<file path="config.mk">
export PLATFORM = sky130hd
export DESIGN_NAME = weight_frame_change_encoder
export DESIGN_NICKNAME = d
export VERILOG_FILES = /design/src/wfce_pkg.sv /design/src/wfce_fifo.sv /design/src/wfce_front.sv /design/src/wfce_back.sv /design/src/weight_frame_change_encoder.sv
export VERILOG_INCLUDE_DIRS = /design/src /design/src/src
export SDC_FILE = /design/constraint.sdc
export NUM_CORES = 1
export LEC_CHECK = 0
export BUFFER_PORTS_ARGS = -buffer_cell sky130_fd_sc_hd__buf_4
export CAP_MARGIN = 30
export CELL_PAD_IN_SITES_DETAIL_PLACEMENT = 1
export CELL_PAD_IN_SITES_GLOBAL_PLACEMENT = 1
export CORE_MARGIN = 2
export CORE_UTILIZATION = 40
export CTS_CLUSTER_SIZE = 12
export DETAILED_ROUTE_END_ITERATION = 7
export HOLD_SLACK_MARGIN = 0.15
export PLACE_DENSITY = 0.66
export SLEW_MARGIN = 20
export SYNTH_ARGS = -nofsm -noshare
export SYNTH_HDL_FRONTEND = slang
export SYNTH_SLANG_ARGS = --single-unit
</file>
<file path="constraint.sdc">
create_clock -name clk -period 5.77 [get_ports clk]
set_input_delay 0 -clock clk [delete_from_list [all_inputs] [get_ports clk]]
set_output_delay 0 -clock clk [all_outputs]
set_load 0.03 [all_outputs]
</file>
<file path="src/weight_frame_change_encoder_macros.svh">
// ----------------------------------------------------------------------------
// Weight frame change encoder assertion macros
// Concurrent assertion shorthands, empty in synthesis builds.
// ----------------------------------------------------------------------------
`ifndef WEIGHT_FRAME_CHANGE_ENCODER_MACROS_SVH
`define WEIGHT_FRAME_CHANGE_ENCODER_MACROS_SVH

`ifndef SYNTHESIS
`define WFCE_ASSERT(lbl, clk, rst_n, prop, msg) \
    lbl: assert property (@(posedge clk) disable iff (!rst_n) prop) else $error(msg);
`define WFCE_ASSERT_NEVER(lbl, clk, rst_n, cond, msg) \
    lbl: assert property (@(posedge clk) disable iff (!rst_n) !(cond)) else $error(msg);
`else
`define WFCE_ASSERT(lbl, clk, rst_n, prop, msg)
`define WFCE_ASSERT_NEVER(lbl, clk, rst_n, cond, msg)
`endif

`endif

</file>
<file path="src/wfce_pkg.sv">
// ----------------------------------------------------------------------------
// Weight frame change encoder package
// Shared widths, constants and word types.
// ----------------------------------------------------------------------------
`default_nettype none

package wfce_pkg;

    localparam int MAX_CHANNELS_DEF = 32;
    localparam int CHAN_W           = 5;
    localparam int VALUE_W          = 8;
    localparam int WEIGHT_W         = 18;
    localparam int CFG_W            = 6;
    localparam int QUEUE_DEPTH_LOG2 = 1;

    localparam logic [CFG_W-1:0] CHANNEL_COUNT_RESET = 6'd32;

    typedef enum logic {
        KIND_SAMPLE = 1'b0,
        KIND_EOF    = 1'b1
    } kind_t;

    typedef struct packed {
        kind_t               kind;
        logic [CHAN_W-1:0]   chan;
        logic [VALUE_W-1:0]  value;
    } cmd_t;

    typedef struct packed {
        logic                is_header;
        logic [CHAN_W-1:0]   chan;
        logic [VALUE_W-1:0]  value;
        logic                last;
    } res_t;

    typedef enum logic [1:0] {
        ST_IDLE,
        ST_CMP,
        ST_HEAD,
        ST_PAIR
    } back_state_t;

endpackage

`default_nettype wire

</file>
<file path="src/wfce_fifo.sv">
// ----------------------------------------------------------------------------
// Weight frame change encoder queue
// Small flop-based first-in first-out queue of fixed-width words.
// ----------------------------------------------------------------------------
`default_nettype none

module wfce_fifo #(
    parameter int WIDTH      = 14,
    parameter int DEPTH_LOG2 = 1
) (
    input  wire logic             clk,
    input  wire logic             rst_n,
    input  wire logic             wr_push,
    input  wire logic [WIDTH-1:0] wr_data,
    output logic                  wr_full,
    input  wire logic             rd_pop,
    output logic [WIDTH-1:0]      rd_data,
    output logic                  rd_empty
);

    localparam int DEPTH = 1 << DEPTH_LOG2;

    logic [WIDTH-1:0]      mem_reg [DEPTH];
    logic [DEPTH_LOG2-1:0] wptr_reg;
    logic [DEPTH_LOG2-1:0] rptr_reg;
    logic [DEPTH_LOG2:0]   cnt_reg;
    logic [DEPTH_LOG2:0]   cnt_next;
    logic                  do_push;
    logic                  do_pop;

    assign wr_full  = (cnt_reg == (DEPTH_LOG2+1)'(DEPTH));
    assign rd_empty = (cnt_reg == '0);
    assign do_push  = wr_push && !wr_full;
    assign do_pop   = rd_pop && !rd_empty;
    assign rd_data  = mem_reg[rptr_reg];

    always_comb
    begin
        cnt_next = cnt_reg;
        if (do_push && !do_pop)
        begin
            cnt_next = cnt_reg + 1'b1;
        end
        else if (do_pop && !do_push)
        begin
            cnt_next = cnt_reg - 1'b1;
        end
    end

    always_ff @(posedge clk or negedge rst_n)
    begin
        if (!rst_n)
        begin
            wptr_reg <= '0;
            rptr_reg <= '0;
            cnt_reg  <= '0;
        end
        else
        begin
            if (do_push)
            begin
                wptr_reg <= wptr_reg + 1'b1;
            end
            if (do_pop)
            begin
                rptr_reg <= rptr_reg + 1'b1;
            end
            cnt_reg <= cnt_next;
        end
    end

    always_ff @(posedge clk)
    begin
        if (do_push)
        begin
            mem_reg[wptr_reg] <= wr_data;
        end
    end

endmodule

`default_nettype wire

</file>
<file path="src/wfce_front.sv">
// ----------------------------------------------------------------------------
// Weight frame change encoder front end
// Holds the channel count, quantizes samples and drops out-of-range channels.
// ----------------------------------------------------------------------------
`default_nettype none

module wfce_front
    import wfce_pkg::*;
#(
    parameter int MAX_CHANNELS = MAX_CHANNELS_DEF
) (
    input  wire logic                       clk,
    input  wire logic                       rst_n,
    input  wire logic                       cfg_we,
    input  wire logic [CFG_W-1:0]           cfg_wdata,
    input  wire logic                       push,
    input  wire logic                       kind,
    input  wire logic [CHAN_W-1:0]          channel,
    input  wire logic signed [WEIGHT_W-1:0] weight,
    input  wire logic                       q_full,
    output logic                            q_push,
    output cmd_t                            q_data
);

    localparam int TW = WEIGHT_W + 9;

    logic [CFG_W-1:0]     channel_count_reg;
    logic signed [TW-1:0] w_ext;
    logic signed [TW-1:0] t_val;
    logic [VALUE_W-1:0]   q_val;
    logic                 in_range;
    kind_t                kind_in;

    always_ff @(posedge clk or negedge rst_n)
    begin
        if (!rst_n)
        begin
            channel_count_reg <= CHANNEL_COUNT_RESET;
        end
        else if (cfg_we)
        begin
            channel_count_reg <= cfg_wdata;
        end
    end

    // w*255 + 0.5 in Q.16, then floor by dropping the fraction
    always_comb
    begin
        w_ext = TW'(weight);
        t_val = (w_ext <<< 8) - w_ext + TW'(32768);
        if (t_val[TW-1])
        begin
            q_val = '0;
        end
        else if (|t_val[TW-2:VALUE_W+16])
        begin
            q_val = '1;
        end
        else
        begin
            q_val = t_val[VALUE_W+15:16];
        end
    end

    assign kind_in  = kind_t'(kind);
    assign in_range = ({1'b0, channel} < channel_count_reg)
                   && (7'(channel) < 7'(MAX_CHANNELS));

    // drop ignored samples here so they never reach the back end
    assign q_push       = push && !q_full && ((kind_in == KIND_EOF) || in_range);
    assign q_data.kind  = kind_in;
    assign q_data.chan  = channel;
    assign q_data.value = q_val;

endmodule

`default_nettype wire

</file>
<file path="src/wfce_back.sv">
// ----------------------------------------------------------------------------
// Weight frame change encoder back end
// Keeps channel history and the pair buffer, and drains frames as words.
// ----------------------------------------------------------------------------
`default_nettype none

`include "weight_frame_change_encoder_macros.svh"

module wfce_back
    import wfce_pkg::*;
#(
    parameter int MAX_CHANNELS = MAX_CHANNELS_DEF
) (
    input  wire logic clk,
    input  wire logic rst_n,
    input  wire logic cmd_empty,
    input  wire cmd_t cmd_data,
    output logic      cmd_pop,
    input  wire logic res_full,
    output logic      res_push,
    output res_t      res_data
);

    localparam int AW = (MAX_CHANNELS > 1) ? $clog2(MAX_CHANNELS) : 1;
    localparam int CW = $clog2(MAX_CHANNELS + 1);
    localparam logic [CW-1:0] CountMax = CW'(MAX_CHANNELS);

    back_state_t state_reg;
    back_state_t state_next;
    cmd_t        cmd_reg;
    logic [CW-1:0] count_reg;
    logic [CW-1:0] count_next;
    logic [AW-1:0] idx_reg;
    logic [AW-1:0] idx_next;

    // history word: older value in the upper byte, newer in the lower
    logic [2*VALUE_W-1:0]        hist_mem [MAX_CHANNELS];
    logic [MAX_CHANNELS-1:0]     hist_valid_reg;
    logic [2*VALUE_W-1:0]        hist_rdata_reg;
    logic                        hist_rvalid_reg;
    logic                        hist_rd_en;
    logic                        hist_wr_en;
    logic [AW-1:0]               hist_rd_addr;
    logic [AW-1:0]               hist_wr_addr;
    logic [2*VALUE_W-1:0]        hist_wdata;

    logic [CHAN_W+VALUE_W-1:0]   pbuf_mem [MAX_CHANNELS];
    logic [CHAN_W+VALUE_W-1:0]   pbuf_rdata_reg;
    logic                        pbuf_rd_en;
    logic [AW-1:0]               pbuf_rd_addr;
    logic                        pbuf_wr_en;
    logic [AW-1:0]               pbuf_wr_addr;

    logic [VALUE_W-1:0]          prev_q;
    logic [VALUE_W-1:0]          cur_q;
    logic                        changed;
    logic                        pair_last;

    assign hist_rd_addr = AW'(cmd_data.chan);
    assign hist_wr_addr = AW'(cmd_reg.chan);
    assign pbuf_wr_addr = count_reg[AW-1:0];

    assign prev_q    = hist_rvalid_reg ? hist_rdata_reg[2*VALUE_W-1:VALUE_W] : '0;
    assign cur_q     = hist_rvalid_reg ? hist_rdata_reg[VALUE_W-1:0] : '0;
    assign changed   = (prev_q != cmd_reg.value) || (cur_q != cmd_reg.value);
    assign pair_last = ((CW'(idx_reg) + CW'(1)) == count_reg);

    always_comb
    begin
        state_next   = state_reg;
        count_next   = count_reg;
        idx_next     = idx_reg;
        cmd_pop      = 1'b0;
        res_push     = 1'b0;
        res_data     = '0;
        hist_rd_en   = 1'b0;
        hist_wr_en   = 1'b0;
        hist_wdata   = {cur_q, cmd_reg.value};
        pbuf_rd_en   = 1'b0;
        pbuf_rd_addr = '0;
        pbuf_wr_en   = 1'b0;
        unique case (state_reg)
            ST_IDLE:
            begin
                if (!cmd_empty)
                begin
                    cmd_pop = 1'b1;
                    if (cmd_data.kind == KIND_EOF)
                    begin
                        state_next = ST_HEAD;
                    end
                    else
                    begin
                        hist_rd_en = 1'b1;
                        state_next = ST_CMP;
                    end
                end
            end
            ST_CMP:
            begin
                if (changed)
                begin
                    hist_wr_en = 1'b1;
                    // saturate: history still shifts, pair is dropped
                    if (count_reg < CountMax)
                    begin
                        pbuf_wr_en = 1'b1;
                        count_next = count_reg + 1'b1;
                    end
                end
                state_next = ST_IDLE;
            end
            ST_HEAD:
            begin
                res_data.is_header = 1'b1;
                res_data.value     = VALUE_W'(count_reg);
                res_data.last      = (count_reg == '0);
                if (!res_full)
                begin
                    res_push = 1'b1;
                    if (count_reg == '0)
                    begin
                        state_next = ST_IDLE;
                    end
                    else
                    begin
                        pbuf_rd_en = 1'b1;
                        idx_next   = '0;
                        state_next = ST_PAIR;
                    end
                end
            end
            ST_PAIR:
            begin
                res_data.chan  = pbuf_rdata_reg[CHAN_W+VALUE_W-1:VALUE_W];
                res_data.value = pbuf_rdata_reg[VALUE_W-1:0];
                res_data.last  = pair_last;
                if (!res_full)
                begin
                    res_push = 1'b1;
                    if (pair_last)
                    begin
                        count_next = '0;
                        state_next = ST_IDLE;
                    end
                    else
                    begin
                        idx_next     = idx_reg + 1'b1;
                        pbuf_rd_en   = 1'b1;
                        pbuf_rd_addr = idx_reg + 1'b1;
                    end
                end
            end
            default:
            begin
                state_next = ST_IDLE;
            end
        endcase
    end

    always_ff @(posedge clk or negedge rst_n)
    begin
        if (!rst_n)
        begin
            state_reg      <= ST_IDLE;
            count_reg      <= '0;
            idx_reg        <= '0;
            hist_valid_reg <= '0;
        end
        else
        begin
            state_reg <= state_next;
            count_reg <= count_next;
            idx_reg   <= idx_next;
            if (hist_wr_en)
            begin
                hist_valid_reg[hist_wr_addr] <= 1'b1;
            end
        end
    end

    always_ff @(posedge clk)
    begin
        if (cmd_pop)
        begin
            cmd_reg <= cmd_data;
        end
        if (hist_rd_en)
        begin
            hist_rdata_reg  <= hist_mem[hist_rd_addr];
            hist_rvalid_reg <= hist_valid_reg[hist_rd_addr];
        end
    end

    always_ff @(posedge clk)
    begin
        if (hist_wr_en)
        begin
            hist_mem[hist_wr_addr] <= hist_wdata;
        end
    end

    always_ff @(posedge clk)
    begin
        if (pbuf_rd_en)
        begin
            pbuf_rdata_reg <= pbuf_mem[pbuf_rd_addr];
        end
        if (pbuf_wr_en)
        begin
            pbuf_mem[pbuf_wr_addr] <= {cmd_reg.chan, cmd_reg.value};
        end
    end

    `WFCE_ASSERT(a_count_bound, clk, rst_n, count_reg <= CountMax, "pair count above depth")
    `WFCE_ASSERT(a_cmp_after_idle, clk, rst_n, (state_reg == ST_CMP) |-> ($past(state_reg) == ST_IDLE), "compare without read")
    `WFCE_ASSERT(a_last_clears, clk, rst_n, (res_push && res_data.last) |=> ((count_reg == '0) && (state_reg == ST_IDLE)), "frame end did not clear")
    `WFCE_ASSERT_NEVER(a_push_full, clk, rst_n, res_push && res_full, "result word pushed into full queue")

endmodule

`default_nettype wire

</file>
<file path="src/weight_frame_change_encoder.sv">
// ----------------------------------------------------------------------------
// Weight frame change encoder
// Turns per-channel weight samples into framed (channel, value) change words.
// ----------------------------------------------------------------------------
// Samples enter through a two-word command queue; out-of-range samples are
// dropped there and cost nothing further. The back end handles each kept
// sample as a history memory read, then a compare and write, and each end
// of frame with N buffered pairs as a header, then one pair a cycle from
// the pair buffer read port, holding whenever the result queue is full.
// Results wait in a two-word queue, so the input side keeps taking words
// while the consumer stalls, until a draining frame backs up into the
// command queue. No clearing pass follows reset.
`default_nettype none

module weight_frame_change_encoder
    import wfce_pkg::*;
#(
    parameter int MAX_CHANNELS = MAX_CHANNELS_DEF
) (
    input  wire logic                       clk,
    input  wire logic                       rst_n,
    input  wire logic                       cfg_we,
    input  wire logic [CFG_W-1:0]           cfg_wdata,
    input  wire logic                       push,
    output logic                            full,
    input  wire logic                       kind,
    input  wire logic [CHAN_W-1:0]          channel,
    input  wire logic signed [WEIGHT_W-1:0] weight,
    output logic                            empty,
    input  wire logic                       pop,
    output logic                            is_header,
    output logic [CHAN_W-1:0]               chan_out,
    output logic [VALUE_W-1:0]              value_out,
    output logic                            last
);

    logic cmd_push;
    cmd_t cmd_wdata;
    logic cmd_full;
    logic cmd_pop;
    cmd_t cmd_rdata;
    logic cmd_empty;
    logic res_push;
    res_t res_wdata;
    logic res_full;
    res_t res_rdata;

    assign full = cmd_full;

    wfce_front #(
        .MAX_CHANNELS(MAX_CHANNELS)
    ) u_front (
        .clk      (clk),
        .rst_n    (rst_n),
        .cfg_we   (cfg_we),
        .cfg_wdata(cfg_wdata),
        .push     (push),
        .kind     (kind),
        .channel  (channel),
        .weight   (weight),
        .q_full   (cmd_full),
        .q_push   (cmd_push),
        .q_data   (cmd_wdata)
    );

    wfce_fifo #(
        .WIDTH     ($bits(cmd_t)),
        .DEPTH_LOG2(QUEUE_DEPTH_LOG2)
    ) u_cmd_fifo (
        .clk     (clk),
        .rst_n   (rst_n),
        .wr_push (cmd_push),
        .wr_data (cmd_wdata),
        .wr_full (cmd_full),
        .rd_pop  (cmd_pop),
        .rd_data (cmd_rdata),
        .rd_empty(cmd_empty)
    );

    wfce_back #(
        .MAX_CHANNELS(MAX_CHANNELS)
    ) u_back (
        .clk      (clk),
        .rst_n    (rst_n),
        .cmd_empty(cmd_empty),
        .cmd_data (cmd_rdata),
        .cmd_pop  (cmd_pop),
        .res_full (res_full),
        .res_push (res_push),
        .res_data (res_wdata)
    );

    wfce_fifo #(
        .WIDTH     ($bits(res_t)),
        .DEPTH_LOG2(QUEUE_DEPTH_LOG2)
    ) u_res_fifo (
        .clk     (clk),
        .rst_n   (rst_n),
        .wr_push (res_push),
        .wr_data (res_wdata),
        .wr_full (res_full),
        .rd_pop  (pop),
        .rd_data (res_rdata),
        .rd_empty(empty)
    );

    assign is_header = res_rdata.is_header;
    assign chan_out  = res_rdata.chan;
    assign value_out = res_rdata.value;
    assign last      = res_rdata.last;

endmodule

`default_nettype wire
</file>
==> flow_summary.yaml, run 1 <==
final_layout:
  final_cell_mix: "edfxtp_1 (1029), nand2_1 (611), nand3_1 (279)"
  nFillCells: 10839
  largest_register_ff_count: 512
  area_growth_pct: 14.84
  drive_gt1_frac: 0.1382
  num-nets-final: 3344
  final_common_cell: "edfxtp_1"
  final_area_um2: 50630
sta:
  drv_slew: 0
  slew_headroom: 0.2330
  setup_violations: 0
  skew_ps: 26.68
  rsz0062_at_grt: "false"
  fin_crit_sh: 0.7544
  hold_viol_final: 0
  min_period_ps: 4353
  tns_ps: 0
  clock.fmax_mhz: 229.7
  worst_pin_slew_ps: 1151
place:
  dp_hpwl_um: 74510
  gp_congestion: 0.8779
  dpl_cell_area_um2: 46560
  numPortBuffers: 51
critical_path:
  cp_max_fo: 22
  crit_chain: "ha_1, xor2_1, nor2_1, nand4_1, o2111a_1, nand3_1, o22ai_1, o32a_1"
  endpoint_kind: "flip-flop"
  arrival_ps: 4920
  start_kind: "flip-flop"
  slowest_stage: "ha_1"
  max_stage_delay_ps: 880
  required_ps: 6330
  critPathKind: "flip-flop to flip-flop"
grt:
  grt_usage: 0.2243
  grt_max_degree: 215
  grt_pass1_wl_um: 188600
  antenna_found_initial: 2
  grt-ovfl-total: 0
  first_global_vias: 29241
power_and_ir_drop:
  power_switching_uw: 8398
  ir_drop_mv: 0.5264
  swShare: 0.3467
  power.density_nw_per_um2: 478.5
  p_int_uw: 15830
  p_seq_frac: 0.432
  power.leakage_uw: 0.01740
  combPwrFrac: 0.289
  pwr-share-clk: 0.279
cts:
  numCtsBuffers: 112
  cts.sink_count: 1088
  htreeDepth: 3
  cts_buffer_depth: 3
  postCtsSetupBuffers: 0
  clock_latency_ps: 710
  cts_tree: "yes"
  clk_pin_slew_ps: 60
  cts_root_buf: "clkbuf_16"
drt:
  wl_per_cell_um: 26.15
  drtAntennaViolNets: 0
  drtIter0Drc: 2016
  drt_pass1_iterations: 5
  drcViolationCount: 0
  vias_per_cell: 5.698
  drt_wl_total_um: 126500
  vias: 27556
die:
  rows: 121
  dieArea_um2: 112900
  fp.dieW_um: 336.0
  coreArea_um2: 109200
  ios: 52
  initial_core_util: 0.4039
  die_h_um: 336.0
synthesis:
  ys_ff_latch: 1088
  synth-edff-count: 1029
  ys_warn_count: 0
  synthesis.nets: 3190
  syn-instance-count: 3110
  avgSynthCellArea_um2: 14.17
  synth_flop_cell: "edfxtp_1"
  syn-cell-area_um2: 44080
  synth_cell_type_count: 79
  ys_async_sr_fraction: 0.05423
  ys_seq_area_frac: 0.7345
worst_hold_path:
  min_path_type: "input pin to flip-flop"
job:
  cap_violations: 0
status:
  outcome: "completed"
-- area by class of cell --
type                    count  area, µm²  share of cell area
flip-flops and latches   1088      32380              0.6396
multi-input cells        1787      10830              0.2139
clock inverters            41      304.0            0.006005
clock buffers             166       3087             0.06097
repair buffers            231       1996             0.03942
well taps                1476       1847             0.03648
diodes                      3      7.507           0.0001483
inverters                  44      175.2            0.003460
-- cells by family (layout without fill, tap and decap cells) --
| logic type | count (synthesis) | in the layout | synth area share |
|---|---|---|---|
| other | 0 | 3 | 0 |
| flip-flops | 1088 | 1088 | 0.7345 |
| AND/OR/NAND/NOR | 1155 | 1155 | 0.1162 |
| AO/OA/AOI/OAI | 435 | 435 | 0.07842 |
| buffers and inverters | 235 | 482 | 0.02214 |
| multiplexers | 118 | 118 | 0.02861 |
| adder cells (fa/ha/maj) | 45 | 45 | 0.01294 |
| XOR/XNOR | 34 | 34 | 0.007266 |
-- power by group through the flow --
stage | combinational, µW | sequential, µW | clock (µW)
floorplan | 4120 | 10600 | 0
global placement | 6690 | 10600 | 0
detailed placement | 6950 | 10600 | 0
CTS | 7020 | 10500 | 6890
global route | 7550 | 10500 | 7160
finish | 6990 | 10500 | 6760
-- critical path, delay by kind of cell (launching register included) --
kind | cells | cell delay [ps]
and+or+nand+nor | 3 | 1080
xor gates and xnor gates | 1 | 200
AOI/OAI and AO/OA | 3 | 1600
adders and majority gates | 1 | 880
DFF | 1 | 450
-- repair_timing --
| item | CTS | global route |
|---|---|---|
| resized for setup | 0 | 0 |
| hold buffers | 59 | 0 |
| endpoints found under the hold margin | 99 | 0 |
-- path summary, 6_finish.rpt --
path                                                            start                                       end  slack (ps)  depth (start not counted)
worst max-delay path                    u_back.idx_reg[1]$_DFFE_PN0P_        u_back.pbuf_rdata_reg[6]$_DFFE_PP_        1420                          8
max in group asynchronous                                       rst_n     u_back.hist_valid_reg[15]$_DFFE_PN0P_        4900                          4
min in group asynchronous                                       rst_n  u_front.channel_count_reg[5]$_DFFE_PN1P_         420                          3
worst max register to register          u_back.idx_reg[1]$_DFFE_PN0P_        u_back.pbuf_rdata_reg[6]$_DFFE_PP_        1420                          8
worst min-delay path                                        weight[2]        u_cmd_fifo.mem_reg[0][0]$_DFFE_PP_         220                          6
worst min register to register  u_back.hist_valid_reg[30]$_DFFE_PN0P_     u_back.hist_valid_reg[30]$_DFFE_PN0P_         460                          1
-- cell usage after synthesis (8+ instances only) --
master,number,area share
a211oi_1,13,0.0022
inv_1,43,0.0037
o22ai_1,12,0.0017
edfxtp_1,1029,0.70
a32oi_1,14,0.0028
a31oi_1,20,0.0028
xor2_1,9,0.0018
o221ai_1,55,0.011
ha_1,44,0.012
xnor2_1,22,0.0044
a2bb2oi_1,12,0.0024
or2_2,34,0.0048
dfrtp_1,58,0.033
nor2b_1,12,0.0017
o32a_1,12,0.0027
o21a_1,10,0.0017
mux2i_1,54,0.012
a221oi_2,8,0.0027
a311oi_1,85,0.017
nand2b_1,10,0.0014
nor2_1,116,0.0099
a21o_1,20,0.0034
and2_1,13,0.0018
mux2_2,64,0.016
a221oi_1,43,0.0085
buf_1,14,0.0012
a22oi_1,12,0.0020
o2bb2ai_1,12,0.0024
buf_2,21,0.0024
clkbuf_1,144,0.012
and3_1,46,0.0065
o21ai_0,32,0.0036
a21oi_1,46,0.0052
nand3_1,279,0.032
nand2_1,611,0.052
-- metal layers --
| layer | global-route usage | routed length [µm] | vias up |
|---|---|---|---|
| li1 | - | - | 12111 |
| met1 | 0.2831 | 51330 | 14402 |
| met2 | 0.3923 | 64570 | 789 |
| met3 | 0.02837 | 5692 | 252 |
| met4 | 0.08873 | 4879 | 2 |
| met5 | 0 | 13 | - |
-- stage by stage --
step	setup WS, ps	total power (µW)	hold WS, ps	std cells	utilization
2_1_floorplan	2084	14690	-295.6	3110	-
6_report	1417	24220	218.1	4836	0.4638
5_1_grt	1173	25240	240.8	4833	0.4637
4_1_cts	1475	24390	192.7	4827	0.4632
3_5_place_dp	1498	17580	174.1	4561	0.4265
3_3_place_gp	1514	17280	148.5	4551	0.4254
Power figures use the tool's default switching activity.
==> run 2, diff against run 1 <==
==> constraint.sdc (replaced) <==
create_clock -name clk -period 4.4 [get_ports clk]
set_input_delay 0 -clock clk [delete_from_list [all_inputs] [get_ports clk]]
set_output_delay 0 -clock clk [all_outputs]
set_load 0.03 [all_outputs]
==> run 2 against run 1 <==
  * Design area rose by 0.48%
  * Hold slack got worse by 38 ps
  * Flip-flop and latch count unchanged
  * Register-to-register slack lost 720 ps
==> flow_summary.yaml, run 2 (synthesized netlist as in run 1, its figures left out) <==
status:
  outcome: "completed"
drt:
  wl_per_cell_um: 26.33
  drcViolationCount: 0
  drtAntennaViolNets: 0
  drtIter0Drc: 2673
  drt_wl_total_um: 127800
  vias: 27749
  vias_per_cell: 5.716
  drt_pass1_iterations: 5
critical_path:
  max_stage_delay_ps: 690
  arrival_ps: 4400
  start_kind: "input pin"
  worst-path-buf-inv: 5
  cp_max_fo: 8
  critPathKind: "input pin to flip-flop"
  required_ps: 4950
  slowest_stage: "mux2i_1"
  path_delay_family: "buffers and inverters"
  crit_chain: "dlygate4sd3_1, buf_4, inv_1, ha_1, ha_1, a21o_1, a21oi_1, o21ai_0, a211oi_1, inv_1, o31ai_1, mux2i_1, o21a_1, dlygate4sd3_1"
  endpoint_kind: "flip-flop"
cts:
  numCtsBuffers: 112
  cts_buffer_depth: 3
  cts_tree: "yes"
  ctsResizeCount: 0
  cts.sink_count: 1088
  cts_root_buf: "clkbuf_16"
  clk_pin_slew_ps: 60
  postCtsSetupBuffers: 0
  clock_latency_ps: 700
  htreeDepth: 3
sta:
  hold_viol_final: 0
  drv_slew: 0
  fin_crit_sh: 0.8754
  min_period_ps: 3852
  rsz0062_at_grt: "false"
  worst_pin_slew_ps: 939.9
  skew_ps: 23.14
  setup_violations: 0
  clock.fmax_mhz: 259.6
  slew_headroom: 0.3733
  tns_ps: 0
grt:
  antenna_found_initial: 3
  first_global_vias: 29021
  grt-ovfl-total: 0
  grt_max_degree: 152
  grt_usage: 0.2242
  grt_pass1_wl_um: 189500
place:
  numPortBuffers: 51
  dp_hpwl_um: 76890
  gp_congestion: 0.9343
power_and_ir_drop:
  power.density_nw_per_um2: 633.6
  ir_drop_mv: 0.7496
  power.leakage_uw: 0.01758
  total_power_uw: 32230
die:
  ios: 52
  rows: 121
  die_h_um: 336.0
  initial_core_util: 0.4039
  coreArea_um2: 109200
  fp.dieW_um: 336.0
  dieArea_um2: 112900
worst_hold_path:
  min_path_type: "input pin to flip-flop"
final_layout:
  final_common_cell: "edfxtp_1"
  largest_register_ff_count: 512
  area_growth_pct: 15.39
  final_util: 0.4660
  final_cell_mix: "edfxtp_1 (1029), nand2_1 (611), nand3_1 (279)"
  nFillCells: 10822
  num-nets-final: 3373
  drive_gt1_frac: 0.1469
job:
  cap_violations: 0
[run 2: what timing repair did]
item / CTS / global route
endpoints found under the hold margin: 99 / 14
endpoints found under the setup margin: 0 / 0
hold buffers: 57 / 1
[run 2: layout make-up]
cell class	instances	area [µm²]	share of cell area
sequential	1088	32380	0.6366
multi-input combinational	1787	10830	0.2129
clock buffer	158	3151	0.06193
timing repair buffer	260	2208	0.04341
tap	1476	1847	0.03630
clock inverter	40	274.0	0.005387
inverter	44	175.2	0.003444
antenna	2	5.005	0.00009839
[run 2: final timing paths]
path / from / end / slack [ps] / cells past startpoint
worst max-delay path: weight[17] / u_cmd_fifo.mem_reg[1][7]$_DFFE_PP_ / 550 / 14
worst min-delay path: weight[9] / u_cmd_fifo.mem_reg[1][1]$_DFFE_PP_ / 180 / 7
worst max register to register: u_back.idx_reg[0]$_DFFE_PN0P_ / u_back.pbuf_rdata_reg[8]$_DFFE_PP_ / 700 / 10
worst min register to register: u_back.hist_valid_reg[26]$_DFFE_PN0P_ / u_back.hist_valid_reg[26]$_DFFE_PN0P_ / 470 / 1
max in group asynchronous: rst_n / u_back.idx_reg[0]$_DFFE_PN0P_ / 3000 / 4
min in group asynchronous: rst_n / u_res_fifo.wptr_reg$_DFFE_PN0P_ / 560 / 4
[run 2: worst reg2reg max path, cell delays in order (launching register included)]
cell,delay (ps)
dfrtp_4,520
ha_1,270
xor2_2,280
xnor2_1,190
nand4_1,330
o21ai_2,260
buf_4,340
nor2_1,150
a221oi_1,500
o22ai_1,240
o32a_1,370
[run 2: layer usage]
| metal | part of all wire | vias up | global-route usage |
|---|---|---|---|
| li1 | - | 12175 | - |
| met1 | 0.42 | 14398 | 0.2947 |
| met2 | 0.49 | 910 | 0.3734 |
| met3 | 0.053 | 264 | 0.03235 |
| met4 | 0.042 | 2 | 0.09283 |
| met5 | 0.00011 | - | 0 |
[run 2: per-stage QoR]
| step | hold slack, ps | setup slack (ps) | instance area (µm²) | std cells |
|---|---|---|---|---|
| 4_1_cts | 165.5 | 690.4 | 50840 | 4851 |
| 3_5_place_dp | -142.1 | 790.0 | 46840 | 4596 |
| 3_3_place_gp | -142.1 | 802.5 | 46810 | 4595 |
| 5_1_grt | 214.1 | 285.3 | 50860 | 4853 |
| 6_report | 179.9 | 548.4 | 50870 | 4855 |
| 2_1_floorplan | -295.6 | 714.3 | 44080 | 3110 |
[run 2: power by group]
| group | leakage (µW) | internal (µW) | switching (µW) |
|---|---|---|---|
| combinational | 0.00582 | 2770 | 6760 |
| clock | 0.00168 | 5110 | 3890 |
| sequential | 0.0101 | 13100 | 564 |
